==> config.mk <==
export PLATFORM = sky130hd
export DESIGN_NAME = rmca_ctrl
export DESIGN_NICKNAME = d
export VERILOG_FILES = /design/src/hw/rtl/rmca_pkg.sv /design/src/hw/rtl/rmca_ctrl.sv
export SDC_FILE = /design/constraint.sdc
export NUM_CORES = 1
export LEC_CHECK = 0
export ABC_AREA = 0
export BUFFER_PORTS_ARGS = -buffer_cell sky130_fd_sc_hd__buf_4
export CAP_MARGIN = 20
export CELL_PAD_IN_SITES_DETAIL_PLACEMENT = 0
export CELL_PAD_IN_SITES_GLOBAL_PLACEMENT = 1
export CORE_UTILIZATION = 38
export DETAILED_ROUTE_END_ITERATION = 8
export PLACE_DENSITY = 0.86
export SLEW_MARGIN = 20
export SYNTH_ARGS = -nofsm -noshare
export SYNTH_HDL_FRONTEND = slang
export SYNTH_SLANG_ARGS = --single-unit
==> constraint.sdc <==
create_clock -name clk -period 3.8 [get_ports clk]
set_clock_uncertainty 0.05 [all_clocks]
set_input_delay 0.57 -clock clk [delete_from_list [all_inputs] [get_ports clk]]
set_output_delay 0.57 -clock clk [all_outputs]
set_load 0.05 [all_outputs]
==> src/hw/rtl/rmca_pkg.sv <==
// ---------------------------------------------------------------------------
// rmca_pkg
// types, widths, codes and helper functions of the rotation matrix core
// ---------------------------------------------------------------------------
package rmca_pkg;

	localparam int COEF_FRAC_BITS = 16;
	localparam int VEC_WIDTH      = 32;

	localparam int MAT_W   = COEF_FRAC_BITS + 2;
	localparam int COEF_W  = MAT_W + 1;
	localparam int OPB_W   = (VEC_WIDTH > COEF_W) ? VEC_WIDTH : COEF_W;
	localparam int PROD_W  = MAT_W + OPB_W;
	localparam int RND_W   = PROD_W - COEF_FRAC_BITS;
	localparam int SUM_W   = RND_W + 2;
	localparam int IDX_W   = 4;

	typedef logic signed [MAT_W-1:0]     mat_t;
	typedef logic signed [COEF_W-1:0]    coef_t;
	typedef logic signed [VEC_WIDTH-1:0] vec_t;

	localparam mat_t  MAT_ONE  = mat_t'(1) <<< COEF_FRAC_BITS;
	localparam mat_t  MAT_ZERO = '0;
	localparam mat_t  MAT_MAX  = {1'b0, {(MAT_W-1){1'b1}}};
	localparam mat_t  MAT_MIN  = {1'b1, {(MAT_W-1){1'b0}}};
	localparam coef_t COEF_ONE = coef_t'(1) <<< COEF_FRAC_BITS;
	localparam vec_t  VEC_MAX  = {1'b0, {(VEC_WIDTH-1){1'b1}}};
	localparam vec_t  VEC_MIN  = {1'b1, {(VEC_WIDTH-1){1'b0}}};
	localparam logic signed [PROD_W-1:0] RND_HALF = PROD_W'(1) <<< (COEF_FRAC_BITS - 1);
	localparam logic [8:0] DIAG_MASK = 9'b100010001;

	localparam logic [IDX_W-1:0] LAST_COMPOSE = IDX_W'(8);
	localparam logic [IDX_W-1:0] LAST_VECTOR  = IDX_W'(2);

	localparam logic [2:0] MODE_IDENT     = 3'd0;
	localparam logic [2:0] MODE_POST      = 3'd1;
	localparam logic [2:0] MODE_PRE       = 3'd2;
	localparam logic [2:0] MODE_TRANSPOSE = 3'd3;
	localparam logic [2:0] MODE_FLIP      = 3'd4;
	localparam logic [2:0] MODE_VECTOR    = 3'd5;

	localparam logic [1:0] AXIS_X = 2'd0;
	localparam logic [1:0] AXIS_Y = 2'd1;
	localparam logic [1:0] AXIS_Z = 2'd2;

	typedef enum logic [1:0] {
		KIND_SIMPLE,
		KIND_COMPOSE,
		KIND_VECTOR
	} kind_t;

	typedef enum logic [2:0] {
		ST_IDLE,
		ST_SIMPLE,
		ST_MUL,
		ST_DRAIN,
		ST_EMIT
	} state_t;

	typedef struct packed {
		logic             accept;
		logic             simple;
		logic             issue;
		logic [IDX_W-1:0] idx;
		logic             commit;
		logic             load_out;
	} rmca_cmd_t;

	function automatic kind_t op_kind(logic [2:0] mode, logic [1:0] axis);
		kind_t k;
		k = KIND_SIMPLE;
		if ((mode == MODE_POST || mode == MODE_PRE) &&
		    (axis == AXIS_X || axis == AXIS_Y || axis == AXIS_Z))
			k = KIND_COMPOSE;
		else if (mode == MODE_VECTOR)
			k = KIND_VECTOR;
		return k;
	endfunction

	// row major position of entry (r, c)
	function automatic logic [IDX_W-1:0] mat_idx(logic [1:0] r, logic [1:0] c);
		logic [IDX_W-1:0] base;
		case (r)
			2'd0:    base = IDX_W'(0);
			2'd1:    base = IDX_W'(3);
			default: base = IDX_W'(6);
		endcase
		return base + IDX_W'(c);
	endfunction

	function automatic logic [1:0] row_of(logic [IDX_W-1:0] idx);
		logic [1:0] r;
		case (idx)
			4'd0, 4'd1, 4'd2: r = 2'd0;
			4'd3, 4'd4, 4'd5: r = 2'd1;
			default:          r = 2'd2;
		endcase
		return r;
	endfunction

	function automatic logic [1:0] col_of(logic [IDX_W-1:0] idx);
		logic [1:0] c;
		case (idx)
			4'd0, 4'd3, 4'd6: c = 2'd0;
			4'd1, 4'd4, 4'd7: c = 2'd1;
			default:          c = 2'd2;
		endcase
		return c;
	endfunction

	// entries negated by a half turn about the axis
	function automatic logic [8:0] flip_mask(logic [1:0] axis);
		logic [8:0] m;
		case (axis)
			AXIS_X:  m = 9'b001001110;
			AXIS_Y:  m = 9'b010101010;
			AXIS_Z:  m = 9'b011100100;
			default: m = 9'b000000000;
		endcase
		return m;
	endfunction

	// entry n of the axis rotation built from cosine and sine
	function automatic coef_t rot_entry(logic [1:0] axis, logic [IDX_W-1:0] n,
	                                    mat_t c, mat_t s);
		coef_t cw;
		coef_t sw;
		coef_t nsw;
		coef_t e;
		cw  = coef_t'(c);
		sw  = coef_t'(s);
		nsw = -sw;
		e   = '0;
		case (axis)
			AXIS_X: begin
				case (n)
					4'd0:    e = COEF_ONE;
					4'd4:    e = cw;
					4'd5:    e = sw;
					4'd7:    e = nsw;
					4'd8:    e = cw;
					default: e = '0;
				endcase
			end
			AXIS_Y: begin
				case (n)
					4'd0:    e = cw;
					4'd2:    e = nsw;
					4'd4:    e = COEF_ONE;
					4'd6:    e = sw;
					4'd8:    e = cw;
					default: e = '0;
				endcase
			end
			AXIS_Z: begin
				case (n)
					4'd0:    e = cw;
					4'd1:    e = sw;
					4'd3:    e = nsw;
					4'd4:    e = cw;
					4'd8:    e = COEF_ONE;
					default: e = '0;
				endcase
			end
			default: e = '0;
		endcase
		return e;
	endfunction

endpackage

==> src/hw/rtl/rmca_ctrl.sv <==
// ---------------------------------------------------------------------------
// rmca_ctrl
// sequencer: accepts a word, steps the dot product unit, hands off results
// ---------------------------------------------------------------------------
module rmca_ctrl import rmca_pkg::*; (
	input  logic       clk,
	input  logic       arst_n,
	input  logic       in_valid,
	output logic       in_ready,
	input  logic [2:0] mode,
	input  logic [1:0] axis,
	output logic       out_valid,
	input  logic       out_ready,
	output rmca_cmd_t  cmd
);

	state_t           state_q, state_d;
	kind_t            kind_q, kind_d;
	logic [IDX_W-1:0] step_q, step_d;
	logic [IDX_W-1:0] last_step;
	logic             out_valid_q;
	kind_t            new_kind;

	assign new_kind  = op_kind(mode, axis);
	assign last_step = (kind_q == KIND_COMPOSE) ? LAST_COMPOSE : LAST_VECTOR;
	assign in_ready  = (state_q == ST_IDLE);
	assign out_valid = out_valid_q;

	always_ff @(posedge clk or negedge arst_n) begin
		if (!arst_n) begin
			state_q     <= ST_IDLE;
			kind_q      <= KIND_SIMPLE;
			step_q      <= '0;
			out_valid_q <= 1'b0;
		end else begin
			state_q <= state_d;
			kind_q  <= kind_d;
			step_q  <= step_d;
			if (cmd.load_out)
				out_valid_q <= 1'b1;
			else if (out_ready)
				out_valid_q <= 1'b0;
		end
	end

	always_comb begin
		state_d = state_q;
		kind_d  = kind_q;
		step_d  = step_q;
		cmd     = '0;
		unique case (state_q)
			ST_IDLE: begin
				if (in_valid) begin
					cmd.accept = 1'b1;
					kind_d     = new_kind;
					step_d     = '0;
					state_d    = (new_kind == KIND_SIMPLE) ? ST_SIMPLE : ST_MUL;
				end
			end
			ST_SIMPLE: begin
				cmd.simple = 1'b1;
				state_d    = ST_EMIT;
			end
			ST_MUL: begin
				cmd.issue = 1'b1;
				cmd.idx   = step_q;
				if (step_q == last_step)
					state_d = ST_DRAIN;
				else
					step_d = step_q + IDX_W'(1);
			end
			ST_DRAIN: begin
				cmd.commit = (kind_q == KIND_COMPOSE);
				state_d    = ST_EMIT;
			end
			ST_EMIT: begin
				if (!out_valid_q || out_ready) begin
					cmd.load_out = 1'b1;
					state_d      = ST_IDLE;
				end
			end
			default: state_d = ST_IDLE;
		endcase
	end

endmodule

# --- Word-level counts from Yosys, hierarchy flattened ---
# Index checks and enable logic that the tools add are counted.
# Widths: inputs -> output; s select.
totals:
  input_bits: 9
  register_bits: 10
  output_inout_bits: 11
classes:
  add_sub_neg: 1
  muxes: 20
  eq_ne: 15
  n_reduce_logical: 15
op_table:
  columns: ["op", "n"]
  rows:
  - ["$mux 4", 3]
  - ["$pmux 3 s4", 1]
  - ["$eq 3x2->1 const B", 3]
  - ["$mux 3", 3]
  - ["$mux 1", 8]
  - ["$ne 2x2->1 const B", 4]
  - ["$pmux 4 s2", 1]
  - ["$eq 3x1->1 const B", 2]
  - ["$eq 3x3->1 const B", 2]
  - ["$mux 2", 3]
  - ["$reduce_and 3->1", 2]
  - ["$mux 5", 1]
  - ["$add 4x1->4 const B", 1]
  - ["$eq 2x1->1 const B", 2]
  - ["$eq 4x4->1", 1]
  - ["$logic_not 2->1", 2]
  - ["$logic_or 1x1->1", 4]
  - ["$reduce_bool 2->1", 2]
  - ["$logic_not 3->1", 1]
  - ["$eq 2x2->1 const B", 1]
  - ["$reduce_and 2->1", 1]
  - ["$reduce_or 2->1", 1]
  - ["$logic_and 1x1->1", 1]
  - ["$logic_not 1->1", 1]

# --- Longest topological paths before layout ---
depth:
  ltp_word: 9
  mapped_depth: 6
  mapped_depth_nobuf: 6

# --- Least setup slack after synthesis ---
# No wires, ideal clock.
synth_path:
  path_type: "reg2out"
  startpoint: "register state_q[0]"
  endpoint: "output cmd[8] (netlist bit)"
  arrival_ns: 1.489
  setup_slack_ns: 1.691
  path_stages_with_launch: 4
  required_time_ns: 3.180
  path_cell_list: "dfrtp_1 nor3_4 nand2_4 inv_1"
synth_lines:
  columns: ["item", "line", "source"]
  rows:
  - ["start: declaration", "rmca_ctrl.sv:17", "state_t state_q, state_d;"]
  - ["start signal: assignment", "rmca_ctrl.sv:36", "state_q <= state_d;"]
  - ["end: declaration", "rmca_ctrl.sv:14", "output rmca_cmd_t cmd"]

==> impl_metrics.yaml <==
run_status:
  run_status: "complete, no violations"
synthesis:
  syn-instance-count: 62
  ys_types: 32
  synth_nets: 72
  netlist_area_um2: 611
  synth.ff_latch_count: 10
  avgSynthCellArea_um2: 9.85
  ys_seq_area_share_pct: 41.0
  synth_warnings: 0
worst_setup_path:
  rrSetupSlack_ns: 2.32
  worstPathMaxFanout: 7
  crit_slowest_cell: "dfrtp_1"
  r2r_cells: 4
  timing_worst_setup_path_type: "register to primary output"
  critPathTopFamily: "flip-flops"
  crit_arrival_ns: 1.40
  critical_path_buf_inv_count: 2
  required_ns: 3.18
  rr_startpoint: "step_q[3]"
  startpoint_type: "register"
  max_stage_delay_ns: 0.47
  critPathCaptureType: "primary output"
  crit_chain: "nor3_4 > nand2_4 > inv_1 > buf_4"
  reg2reg_to: "step_q[0]"
route:
  ant_nets: 0
  drc: 0
  wl_per_cell_um: 12.0
  dr.pass1.iters: 4
  drt-total-wl_mm: 1.20
  avgViaCountPerCell: 5.26
  drt_iter0_markers: 4
  vias: 526
placed_design:
  dpl.hpwl_um: 945
  gp_congestion: 0.728
  placed_cells: 97
  port_buffers: 19
timing:
  slew_headroom_pct: 76.1
  slew_viol_final: 0
  finalSetupViolCount: 0
  rsz0062_at_grt: "no"
  hold_viol_final: 0
  finalCriticalPeriod_ns: 2.02
  max_freq_ghz: 0.494
  worst_pin_slew_ns: 0.359
  whs_ns: 0.0766
  final.setup.tns_ns: 0
  fin_crit_sh_pct: 53.2
clock_tree:
  numCtsBuffers: 3
  cts_sinks: 10
  cts_root_buf: "clkbuf_4"
  clk_path_buf_depth: 2
  clk_pin_slew_worst_paths_ns: 0.06
  post_cts_resized: 0
  cts_hold_buf: 0
  clk_latency_ns: 0.26
  cts_setup_buffers: 0
  htree_levels: 1
  cts_tree: "built"
finish:
  areaGrowthSynthToFinish_pct: 30.3
  nets: 96
  final_layout_size_suffix_gt1_share_pct: 35.7
  nFillCells: 150
  final_cell_mix: "buf_4, dfrtp_1, nand2_1"
  final_common_cell: "buf_4"
  antenna_cells: 0
  stdcell_count: 100
die:
  start_util_pct: 40.5
  die_width_um: 42.1
  num_rows: 14
  dieHeight_um: 42.1
  core-area_um2: 1510
  io_pins: 20
  dieArea_um2: 1770
pwr:
  leakagePower_nw: 0.406
  vdd_drop_max_v: 0.000291
  powerDensity_nw_per_um2: 768
  p_total_mw: 0.611
global_route:
  grt.total_usage_pct: 15.6
  grt_pass1_wl_mm: 2.05
  grt_max_degree: 11
  first_global_vias: 467
  grt-ovfl-total: 0
  antenna_found_initial: 0
flow_run:
  maxCapViolCount: 0
worst_hold_path:
  hold_path_class: "input pin to asynchronous set/reset pin"
area by class of cell:
type	instances	area, um^2	share of cell area [%]
Multi-Input combinational cell	48	345	43.4
Sequential cell	10	250	31.4
Timing Repair Buffer	19	143	17.9
Clock buffer	3	22.5	2.83
Tap cell	16	20.0	2.52
Inverter	4	15.0	1.89
sequential cells by signal (all words and copies together), names as in the netlist:
signal,count
step_q,4
state_q,3
kind_q,2
out_valid,1
Yosys cell counts:
cell        n  area [um^2]
dfrtp_1    10          250
nand2_1     8         30.0
and2_1      4         25.0
nor2_1      4         15.0
nor2b_1     4         25.0
inv_1       3         11.3
o21ai_0     3         15.0
a21oi_1     2         10.0
a2111oi_4   1         27.5
a21o_1      1         7.51
a21oi_2     1         8.76
a221oi_1    1         8.76
a22o_1      1         8.76
a2bb2oi_1   1         8.76
a32oi_1     1         8.76
a41o_1      1         10.0
and2b_2     1         8.76
and3_2      1         7.51
ha_1        1         12.5
inv_2       1         3.75
mux2_2      1         11.3
mux2i_1     1         10.0
nand2_4     1         11.3
nand2b_1    1         6.26
nand3_1     1         5.00
nand4bb_1   1         11.3
nor3_1      1         5.00
nor3_4      1         16.3
o21bai_1    1         7.51
o22ai_1     1         6.26
xnor2_1     1         8.76
xor2_1      1         8.76
stage by stage:
| step | util (%) | setup slack (ns) | instance area (um^2) |
|---|---|---|---|
| after floorplan | - | 1.69 | 611 |
| after global placement | 51.3 | 2.05 | 773 |
| after detailed placement | 51.3 | 2.06 | 773 |
| after CTS | 52.8 | 1.76 | 796 |
| after global routing | 52.8 | 1.65 | 796 |
| final | 52.8 | 1.78 | 796 |
worst max-delay path by stage:
stage	cells past startpoint	endpoint	slack (ns)	from
final	4	cmd[8]	1.78	state_q[1]
after CTS	4	cmd[8]	1.76	state_q[1]
after global placement	4	cmd[8]	2.05	state_q[1]
after detailed placement	4	cmd[8]	2.06	state_q[1]
after floorplan	3	cmd[8]	1.69	state_q[0]
after global routing	5	cmd[4]	1.65	state_q[2]
cells by family after synthesis:
logic type               synth area share (%)
AND/OR/NAND/NOR                          27.3
AO/OA/AOI/OAI                            20.9
flip-flops                               41.0
buffers and inverters                    2.46
XOR/XNOR                                 2.87
multiplexers                             3.48
adder cells (fa/ha/maj)                  2.05
per-layer routing:
metal / track usage [%] / part of all wire [%] / routed length, um
met5: 0 / 0 / 0
met3: 4.31 / 6.2 / 74
met4: 9.38 / 1.1 / 13
met1: 19.8 / 46 / 550
met2: 23.8 / 47 / 562
where the power goes:
group	internal, mW	leakage (nW)	switching, mW
combinational	0.126	0.259	0.226
clock	0.0364	0.0138	0.0331
sequential	0.141	0.134	0.0486
Power figures use the tool's default switching activity.
